<file path="config.mk">
export PLATFORM = sky130hd
export DESIGN_NAME = mamt_ram
export DESIGN_NICKNAME = d
export VERILOG_FILES = /design/src/hw/rtl/mamt_ram.sv
export SDC_FILE = /design/constraint.sdc
export NUM_CORES = 2
export LEC_CHECK = 0
export CORE_MARGIN = 1.5
export CORE_UTILIZATION = 40
export DETAILED_ROUTE_END_ITERATION = 16
export DONT_BUFFER_PORTS = 1
export PLACE_DENSITY = 0.66
export SYNTH_ARGS = -nofsm -noshare
export SYNTH_HDL_FRONTEND = slang
export SYNTH_SLANG_ARGS = --single-unit
</file>
<file path="constraint.sdc">
create_clock -name clk -period 10.3 [get_ports clk]
set_input_delay 0.515 -clock clk [delete_from_list [all_inputs] [get_ports clk]]
set_output_delay 0.515 -clock clk [all_outputs]
set_load 0.05 [all_outputs]
</file>
<file path="src/hw/rtl/mamt_ram.sv">
// generic single-write, single-read synchronous ram with registered read data
module mamt_ram #(
  parameter int WIDTH = 32,
  parameter int DEPTH = 64
) (
  input  logic                     clk,
  input  logic                     we,
  input  logic [$clog2(DEPTH)-1:0] waddr,
  input  logic [WIDTH-1:0]         wdata,
  input  logic [$clog2(DEPTH)-1:0] raddr,
  output logic [WIDTH-1:0]         rdata
);

  logic [WIDTH-1:0] mem [DEPTH];

  always_ff @(posedge clk) begin
    if (we) begin
      mem[waddr] <= wdata;
    end
    rdata <= mem[raddr];
  end

endmodule
</file>
# --- Word-level counts from Yosys, hierarchy flattened ---
# Memories as Yosys holds them, arrays and structs flattened. A register that Yosys moved wholly into a read port is not among the register bits.
# Index checks and enable logic that the tools add are counted.
word_totals:
  memories: 1
  elab_cells: 3
  reg_bits: 0
  ram_bits: 2048
  in_bits: 46
op_classes:
  n_mux: 2
mem_list:
  columns: ["memory", "depth", "word_bits", "rd", "rd_ports_with_merged_regs", "wr", "line_no", "text"]
  rows:
  - ["mem", 64, 32, 1, 1, 1, "14", "logic [WIDTH-1:0] mem [DEPTH];"]
ops:
  columns: ["operator", "n"]
  rows:
  - ["$mux 1", 2]

# --- Logic depth before layout (Yosys ltp) ---
logic_depth:
  word_depth: 2
  depth_mapped: 10
  ltp_nobuf: 5

# --- Worst setup path before layout ---
# OpenSTA, ideal clock, no wires.
synth_path:
  path_type: "input port to flip-flop"
  from: "input waddr[3]"
  to: "memory mem[48][0] (enable)"
  required_ns: 9.839
  arrival_ns: 3.214
  slack_ns: 6.625
  path_stages: 4
  setup_ns: 0.461
  n_path_buf: 1
  path_cell_list: "clkbuf_1 > nor2b_1 > nand4b_1 > nor3_1"
synth_rtl:
  columns: ["element", "line_no", "text"]
  rows:
  - ["from (decl)", "8", "input logic [$clog2(DEPTH)-1:0] waddr,"]
  - ["to (decl)", "14", null]
# No word-level cell before the write port.

==> summary.txt <==
Logic synthesis
  – Synth area leader: edfxtp_1
  – Synth warnings: 0
  – Most common cell in the netlist: edfxtp_1
  – Area contributors post-synth: edfxtp_1 (78%), mux4_2 (16%), mux2i_1 (1.2%)
  – Synth unique cells: 34
  – Cells after synthesis: 3324
  – Post-synthesis register bit count: 2080
  – Cell Area, Synth: 78500 µm²
  – Synthesized area per cell: 23.6 µm²
  – Post-synth top area share: 78.3%
  – Post-synth top cells: edfxtp_1 (2048), mux4_2 (544), nor2_1 (137)
  – Post-synth EDFFs: 2048
  – Synth Flop Type: edfxtp_1
  – Post-synth ARST share: 0%
  – Syn Nets: 3370
  – Post-synthesis sequential area ratio: 79.1%

Critical path
  – CP Capture Type: flop
  – Crit Path Max Fanout: 149
  – WP buf/inv: 4
  – Crit path max-delay family: buffers and inverters
  – Slowest stage delay, CP: 0.78 ns
  – Crit path DAT: 6.08 ns
  – WS Path Type: in2reg
  – Critical Path RT: 10.94 ns
  – Critical path, cell by cell: buf_16, buf_16, buf_16, buf_16, mux4_2, mux4_2, o22ai_1, nor2_1
  – CP max stage cell: buf_16
  – Critical Path Source Type: primary input
  – Crit path top cell by count: buf_16

Clock network
  – Clk_lat worst skew: 0.84 ns
  – Inserted Clock Buffers: 199
  – H-tree levels: 4
  – Clock Tree Buf Depth: 3
  – CTS tree: done
  – Postcts setup bufs: 0
  – Root Driver: clkbuf_16
  – Clock sinks: 2080
  – Worst-path clk slew: 0.06 ns

Place
  – Final HPWL DP: 96.7 mm
  – PortBufs: 0
  – Dpl cells: 5842
  – GPL Wtd Cong: 0.802

Min path
  – Worst hold path type: in2reg

Layout
  – Nets: 3503
  – Multi-input logic area: 16000 µm²
  – Fillers: 15.9k
  – Layout cells sized above 1: 27.8%
  – Register area: 62100 µm²
  – Area delta synth->final: 13.7%
  – Cell Count, Final, Fillers Out: 6244

Die
  – Die height: 446 µm
  – Initial Util: 40.3%
  – Die X: 446 µm
  – Rows: 162
  – Placeable Area: 195000 µm²
  – Die area: 199000 µm²
  – Ports: 78

GRT
  – First-pass GRT wire length: 280 mm
  – Vias in the first global route: 36.7k
  – Largest net degree at the start of global routing: 514
  – Global route overflow: 0
  – Antenna violations before repair: 7
  – Gr usage total: 20.0%

Route
  – DRT Pass-1 Iters: 5
  – DRC Markers: 0
  – Final ANT Viol Nets: 0
  – Per-cell routed wire length: 31.9 µm
  – Vias: 36.7k
  – Drt initial violations: 4575
  – Via density: 5.88
  – Final wirelength: 199 mm

Status
  – Failing checks: slew limit
  – Status: complete, but fails checks

Timing
  – Measured slew at the worst slew-check pin: 1.93 ns
  – Fin. Hold Viols: 0
  – RSZ-0062 raised after global routing: false
  – Worst rel slew slack: -28.5%
  – Setup TNS: 0 ns
  – Tmin final: 5.44 ns
  – Period utilization: 52.8%
  – Setup Skew: 0.0302 ns
  – Setup violators final: 0
  – Max Freq: 0.184 GHz
  – Final Max Slew Viols: 120

Pwr
  – Worst VDD drop: 0.174 mV
  – Leakage: 0.0273 µW
  – Power Dens Cells: 194 nW/µm²

Flow run
  – Maxcap violations: 0
[stage by stage]
step	setup WS (ns)	total power, µW	hold slack, ns	area, µm²	util (%)
floorplan	6.63	10100	0.614	78500	-
global placement	6.94	10200	0.619	82000	42.0
detailed placement	6.96	10200	0.621	82000	42.0
CTS	7.76	17300	0.00248	89200	45.7
global route	4.45	17800	0.0143	89300	45.8
finish	4.86	17300	0.0487	89300	45.8
[kinds of logic after synthesis]
logic type / synth area share [%]
muxes: 16.8
buffers and inverters: 1.13
DFF: 79.1
AOI/OAI and AO/OA: 1.67
and+or+nand+nor: 1.27
[layout make-up]
class,instances,area share [%]
Antenna cell,1,0.00280
Clock buffer,264,6.10
Clock inverter,99,0.927
Multi-Input combinational cell,1062,17.9
Sequential cell,2080,69.6
Tap cell,2624,3.68
Timing Repair Buffer,114,1.78
[placed cells by master, fill, tap and decap left out, types with 3 or more instances in the layout]
cell type,synthesis,routed
edfxtp_1,2048,2048
mux4_2,544,544
clkbuf_16,0,203
mux2i_1,93,93
o22ai_1,84,84
buf_4,25,76
nor2_1,137,75
a21oi_1,62,62
nor2_4,0,62
clkbuf_1,74,47
clkinv_1,0,37
buf_16,0,36
clkinv_2,0,35
dfxtp_1,32,32
o221ai_1,27,27
nand2_1,26,26
nor2b_1,15,15
clkbuf_8,0,14
a22oi_1,12,12
bufinv_16,0,12
a311oi_1,8,8
nand2b_1,8,6
inv_6,0,6
nand3b_1,5,5
nor3_1,7,5
nand3_1,5,5
and3_1,4,4
a41o_1,4,4
o32ai_1,4,4
clkinvlp_4,0,4
or3b_2,3,3
or3_1,3,3
[what timing repair did]
item,in CTS,in global routing
hold endpoints to repair,2071,0
endpoints found under the setup margin,0,0
hold buffers,34,0
resized for setup,0,0
[path summary, 6_finish.rpt]
kind / startpoint / endpoint / slack [ns] / depth (start not counted)
setup / recovery: raddr[0] / rdata[5] / 4.86 / 8
hold / removal: raddr[3] / rdata[17] / 0.05 / 3
hold reg to reg: mem[57][17] / rdata[17] / 0.85 / 5
setup reg to reg: mem[63][5] / rdata[5] / 7.75 / 4
[worst register-to-register path, stage by stage (launching register included)]
cell	delay, ns
edfxtp_1	0.36
mux4_2	0.49
mux4_2	0.54
o22ai_1	0.72
nor2_1	0.25
[routing by layer]
| metal | part of all wire [%] | track usage (%) | wire [µm] |
|---|---|---|---|
| met1 | 39 | 27.6 | 78100 |
| met2 | 49 | 32.3 | 97400 |
| met4 | 3.0 | 6.28 | 5980 |
| met5 | 0 | 0 | 0 |
| met3 | 8.9 | 3.75 | 17700 |
[where the power goes]
group	switching, µW	internal, µW	total, µW
logic	431	323	754
registers	109	9370	9480
clock network	3070	4010	7080
[registers in the layout, indices dropped and copies added (netlist names)]
signal  cells
mem      2048
rdata      32
Note: power is estimated with default switching activity, not from simulation.
